### config.mk
export PLATFORM = sky130hd
export DESIGN_NAME = ccmq_ctrl
export DESIGN_NICKNAME = d
export VERILOG_FILES = /design/src/rtl/ccmq_pkg.sv /design/src/rtl/ccmq_ctrl.sv
export SDC_FILE = /design/constraint.sdc
export NUM_CORES = 1
export LEC_CHECK = 0
export ABC_AREA = 0
export BUFFER_PORTS_ARGS = -buffer_cell sky130_fd_sc_hd__clkbuf_2
export CORE_AREA = 2 2 39 41
export CTS_CLUSTER_DIAMETER = 100
export DETAILED_ROUTE_END_ITERATION = 10
export DIE_AREA = 0 0 41 43
export GPL_ROUTABILITY_DRIVEN = 0
export GPL_TIMING_DRIVEN = 0
export PLACE_DENSITY = 0.58
export SLEW_MARGIN = 20
export SYNTH_ARGS = -nofsm -noshare
export SYNTH_HDL_FRONTEND = slang
export SYNTH_SLANG_ARGS = --single-unit
### constraint.sdc
create_clock -name clk -period 1.4 [get_ports clk]
set_clock_uncertainty 0.15 [all_clocks]
set_input_delay 0.28 -clock clk [delete_from_list [all_inputs] [get_ports clk]]
set_output_delay 0.28 -clock clk [all_outputs]
set_load 0.03 [all_outputs]
### src/rtl/ccmq_pkg.sv
`timescale 1ns / 1ps
`default_nettype none

package ccmq_pkg;

  localparam int COEF_W      = 16;
  localparam int IDX_W       = 9;
  localparam int MOD_W       = 16;
  localparam int LEN_W       = 10;
  localparam int CFG_IDX_W   = 1;
  localparam int CFG_DATA_W  = 16;
  localparam int PROD_W      = 32;
  localparam int RECIP_W     = 32;
  localparam int RECIP_STEPS = 33;
  localparam int STEP_W      = $clog2(RECIP_STEPS + 1);
  localparam int RED_W       = MOD_W + 2;

  localparam logic [CFG_IDX_W-1:0] REG_MODULUS  = 1'b0;
  localparam logic [CFG_IDX_W-1:0] REG_RING_LEN = 1'b1;

  localparam logic REQ_LOAD = 1'b0;
  localparam logic REQ_READ = 1'b1;

  localparam logic [MOD_W-1:0] MODULUS_RESET  = 16'd2048;
  localparam logic [LEN_W-1:0] RING_LEN_RESET = 10'd512;

  typedef struct packed {
    logic                     req_type;
    logic [IDX_W-1:0]         coef_index;
    logic signed [COEF_W-1:0] a_coef;
    logic signed [COEF_W-1:0] b_coef;
  } item_t;

  typedef struct packed {
    logic [MOD_W-1:0] product_coef;
    logic             error;
  } result_t;

  typedef struct packed {
    logic clr_step;
    logic recip_start;
    logic capture;
    logic push_a;
    logic push_b;
    logic issue;
    logic respond;
  } cmd_t;

  typedef struct packed {
    logic clr_last;
    logic recip_done;
    logic idx_err;
    logic req_read;
    logic issue_last;
    logic pipe_busy;
    logic mod_wr;
  } status_t;

endpackage

`default_nettype wire

### src/rtl/ccmq_ctrl.sv
`timescale 1ns / 1ps
`default_nettype none

module ccmq_ctrl (
  input  logic              clk,
  input  logic              rst,
  input  logic              start,
  input  ccmq_pkg::status_t status,
  output ccmq_pkg::cmd_t    cmd,
  output logic              busy,
  output logic              done
);
  import ccmq_pkg::*;

  typedef enum logic [2:0] {
    S_CLEAR,
    S_IDLE,
    S_RECIP,
    S_LOAD_A,
    S_LOAD_B,
    S_READ,
    S_DRAIN,
    S_RESP
  } state_t;

  state_t state, state_next;
  logic   dirty;

  assign busy = (state != S_IDLE) || dirty;

  always_comb begin
    state_next = state;
    cmd        = '0;
    unique case (state)
      S_CLEAR: begin
        cmd.clr_step = 1'b1;
        if (status.clr_last) begin
          state_next = S_IDLE;
        end
      end
      S_IDLE: begin
        priority if (dirty) begin
          cmd.recip_start = 1'b1;
          state_next      = S_RECIP;
        end else if (start) begin
          cmd.capture = 1'b1;
          priority if (status.idx_err) begin
            state_next = S_RESP;
          end else if (status.req_read) begin
            state_next = S_READ;
          end else begin
            state_next = S_LOAD_A;
          end
        end else begin
          state_next = S_IDLE;
        end
      end
      S_RECIP: begin
        if (status.recip_done) begin
          state_next = S_IDLE;
        end
      end
      S_LOAD_A: begin
        cmd.push_a = 1'b1;
        state_next = S_LOAD_B;
      end
      S_LOAD_B: begin
        cmd.push_b = 1'b1;
        state_next = S_DRAIN;
      end
      S_READ: begin
        cmd.issue = 1'b1;
        if (status.issue_last) begin
          state_next = S_DRAIN;
        end
      end
      S_DRAIN: begin
        if (!status.pipe_busy) begin
          state_next = S_RESP;
        end
      end
      S_RESP: begin
        cmd.respond = 1'b1;
        state_next  = S_IDLE;
      end
    endcase
  end

  always_ff @(posedge clk) begin
    if (rst) begin
      state <= S_CLEAR;
      dirty <= 1'b1;
      done  <= 1'b0;
    end else begin
      state <= state_next;
      done  <= cmd.respond;
      if (status.mod_wr) begin
        dirty <= 1'b1;
      end else if (cmd.recip_start) begin
        dirty <= 1'b0;
      end
    end
  end

endmodule

`default_nettype wire

==> Yosys cells after proc, flatten, opt, wreduce, memory -nomap -nowiden <==
Index checks and enable logic that the tools add are counted.
{ "op_classes": {"mux": 18, "n_eq_ne": 12, "reduce_logical": 4} }
{ "op_table": {"columns": ["cell", "n"], "rows": [
  ["$mux 3", 8],
  ["$pmux 3 s8", 1],
  ["$eq 3x3->1 const B", 4],
  ["$mux 1", 8],
  ["$ne 2x2->1 const B", 4],
  ["$eq 3x2->1 const B", 2],
  ["$reduce_and 4->1", 1],
  ["$eq 3x1->1 const B", 1],
  ["$logic_not 3->1", 1],
  ["$ne 3x1->1 const B", 1],
  ["$mux 2", 1],
  ["$reduce_or 2->1", 1],
  ["$logic_or 1x1->1", 1]
]} }
{ "totals": {"output_inout_bits": 9, "ff_bits": 5, "inputBits": 10, "word_cells": 37} }

==> Logic depth before layout (Yosys ltp) <==
{ "depth": {"ltp_word": 5, "depth_mapped": 5, "mapped_depth_nobuf": 4} }

==> Worst setup path before layout <==
No wires, ideal clock.
{ "synth_timing": {"kind": "reg-to-output", "from": "reg state[2]", "to": "out cmd[2] (netlist bit)", "path_stages_with_launch": 4, "path_buffers": 1, "t_arrival_ns": 1.176, "setup_slack_ns": -0.206, "path_cell_list": "dfxtp_1 buf_2 nor2b_1 nor2b_1"} }
{ "synth_rtl": {"columns": ["item", "line", "text"], "rows": [
  ["start, declared", "ccmq_ctrl.sv:26", "state_t state, state_next;"],
  ["start signal, assigned", "ccmq_ctrl.sv:95", "state <= state_next;"],
  ["end, declared", "ccmq_ctrl.sv:9", "output ccmq_pkg::cmd_t cmd,"]
]} }

==> impl_metrics.json <==
{
  "status": "finished, violations left",
  "failed_checks": "setup timing",
  "vias_per_cell": 4.635,
  "cp_slowest_cell": "or3b_4",
  "holdBufCountCts": 0,
  "crit_required_ps": 970,
  "hold_viol": 0,
  "tightest_slew_ps": 266.2,
  "numPortBuffers": 18,
  "overflow": 0,
  "p_int_uw": 430.5,
  "clkTransAtPathRegs_ps": 50,
  "ys_warn_count": 0,
  "slew_headroom": 0.8223,
  "r2r-end": "state[1]",
  "p_per_area_nw_per_um2": 823.2,
  "grt_pass1_vias": 349,
  "peakVddDrop_mv": 0.3300,
  "power_switching_uw": 194.7,
  "pwr-share-clk": 0.271,
  "syn_inst": 44,
  "coreArea_sq_um": 1384,
  "drt-pass1-iter-count": 4,
  "p_sw_frac": 0.3115,
  "min_period_ps": 1803,
  "multi_input_area_sq_um": 287.8,
  "fp-row-count": 14,
  "syn-cell-area_sq_um": 355.3,
  "root_buffer": "clkbuf_4",
  "met3_usage": 0.03141,
  "arrival_ps": 1370,
  "path_buf_inv": 1,
  "cts_tree": "done",
  "fin_ws_ps": -403.4,
  "gr-usage-met1": 0.1827,
  "holdCritPathClass": "primary input to register",
  "nets": 91,
  "drc": 0,
  "syn_area_per_cell_sq_um": 8.076,
  "slowest_delay_ps": 410,
  "clk_latency_ps": 240,
  "place_inst": 78,
  "first_iter_violations": 5,
  "antenna_found_initial": 0,
  "regArea_sq_um": 103.9,
  "max_freq_mhz": 554.5,
  "die_y_um": 43,
  "setup_viol": 10,
  "instances_no_fill": 96,
  "wirelength_um": 1125,
  "cts-htree-levels": 1,
  "endpoint_kind": "output pin",
  "ys_ff_latch": 5,
  "clock_sinks": 5,
  "r2r_cells": 7,
  "drt.antenna.violating_nets": 0,
  "crit_type": "register to output pin",
  "dieArea_sq_um": 1763,
  "area_growth_pct": 113.7,
  "drv_slew": 0,
  "cp_max_fo": 3,
  "grt_max_degree": 11,
  "initial_core_util": 0.2568,
  "num_io_pins": 19,
  "num_vias": 445,
  "holdCritStartpoint": "status[0]",
  "ys_seq_area_frac": 0.2817,
  "drive_gt1_frac": 0.6875,
  "hold_end": "dirty",
  "cts_buffers": 3,
  "top_usage_layer": "met1",
  "layout_common_cells": "10 x clkbuf_2, 10 x buf_4, 8 x buf_6",
  "clockBufferDepth": 2,
  "track_usage": 0.1224,
  "cap_viol_max_count": 0,
  "synth.distinct_cells": 25,
  "r2r_start": "state[0]",
  "drt-wirelength-per-cell_um": 11.72,
  "critPathLaunchType": "register",
  "power.share.combinational": 0.466,
  "fill_cells": 124,
  "use_met2": 0.1563,
  "seqPwrFrac": 0.263,
  "fin_util": 0.5488,
  "rrSetupSlack_ps": -120,
  "hpwl_um": 611.8,
  "grt_first_pass_wirelength_um": 1504,
  "path_delay_family": "simple AND/OR/NAND/NOR gates",
  "num_antenna_cells": 0,
  "syn-num-nets": 54,
  "rsz0062_at_grt": "true",
  "hold_depth": 2,
  "period_share": 1.288,
  "crit_chain": "or3b_4, nor3b_4, clkbuf_8",
  "die_w_um": 41,
  "leakage_uw": 0.0003524
}
[routing by layer]
metal  vias to the layer above  wire length [um]
met5                         -                 0
met4                         0                 0
met3                         0                46
met2                        13               569
met1                       204               509
li1                        228                 -
[per-stage QoR]
stage               hold WS, ps  power, uW  setup TNS (ps)  area (sq um)  setup slack, ps
finish                    75.21      625.2           -2416         759.5           -403.4
global route              85.13      661.9           -3054         759.5           -449.4
CTS                       72.62      562.9           -2121         655.6           -414.2
detailed placement        314.3      335.7          -811.6         485.5           -208.5
global placement          311.9      335.5          -753.5         485.5           -192.8
floorplan                 199.1      291.1          -391.3         375.4           -118.4
[flip-flops by register name, indices dropped and copies added, names as in the netlist]
register and cells:
state 3, done 1, dirty 1
[power by group through the flow]
| stage | clock network (uW) | logic, uW | registers, uW |
|---|---|---|---|
| 6_report | 169 | 291 | 165 |
| 3_3_place_gp | 0 | 171 | 164 |
| 4_1_cts | 170 | 229 | 164 |
| 2_1_floorplan | 0 | 129 | 162 |
| 3_5_place_dp | 0 | 171 | 164 |
| 5_1_grt | 186 | 310 | 166 |
[cell type report]
| class | instances | share of cell area |
|---|---|---|
| clock buffer | 4 | 0.03460 |
| multi-input combinational | 34 | 0.3789 |
| timing repair buffer | 32 | 0.3690 |
| inverter | 2 | 0.009885 |
| buffer | 3 | 0.04448 |
| tap | 16 | 0.02636 |
| sequential | 5 | 0.1367 |
[synth_stat cells]
| master | number | share of area |
|---|---|---|
| a211o_1 | 1 | 0.025 |
| a21boi_0 | 1 | 0.021 |
| a21oi_1 | 3 | 0.042 |
| a22oi_1 | 1 | 0.021 |
| and2_1 | 1 | 0.018 |
| and3_1 | 1 | 0.018 |
| buf_2 | 2 | 0.028 |
| buf_4 | 1 | 0.021 |
| dfxtp_1 | 5 | 0.28 |
| inv_1 | 2 | 0.021 |
| mux2i_1 | 1 | 0.028 |
| nand2_1 | 4 | 0.042 |
| nand2b_1 | 2 | 0.035 |
| nor2_1 | 4 | 0.042 |
| nor2b_1 | 3 | 0.053 |
| nor3_1 | 1 | 0.014 |
| nor3b_1 | 2 | 0.042 |
| nor3b_4 | 1 | 0.053 |
| o2111ai_1 | 1 | 0.025 |
| o21ai_1 | 1 | 0.014 |
| o2bb2ai_1 | 2 | 0.049 |
| o32a_1 | 1 | 0.028 |
| or2b_1 | 1 | 0.021 |
| or3b_4 | 1 | 0.032 |
| xor2_1 | 1 | 0.025 |
[worst max-delay path by stage]
stage                        start        to  slack [ps]  cells after the start
after floorplan           state[2]  state[2]        -120                      4
after global placement    state[1]      busy        -190                      4
after detailed placement  state[1]      busy        -210                      4
after CTS                 state[1]    cmd[4]        -410                      3
after global routing      state[1]      busy        -450                      4
final                     state[1]    cmd[4]        -400                      3
[timing repair]
item,in CTS,in global routing
gates cloned,0,0
setup buffers,5,10
setup endpoints to repair,9,11
pin swaps,4,7
gates resized for setup,27,14
[kinds of logic (layout without fill, tap and decap cells)]
group                     Yosys count  count (layout)  synth area share
buffers and inverters               5              41           0.07044
muxes                               1               1           0.02817
DFF                                 5               5            0.2817
xor gates and xnor gates            1               1           0.02465
and+or+nand+nor                    21              21            0.3697
AOI/OAI and AO/OA                  11              11            0.2254
Note: power is estimated with default switching activity, not from simulation.
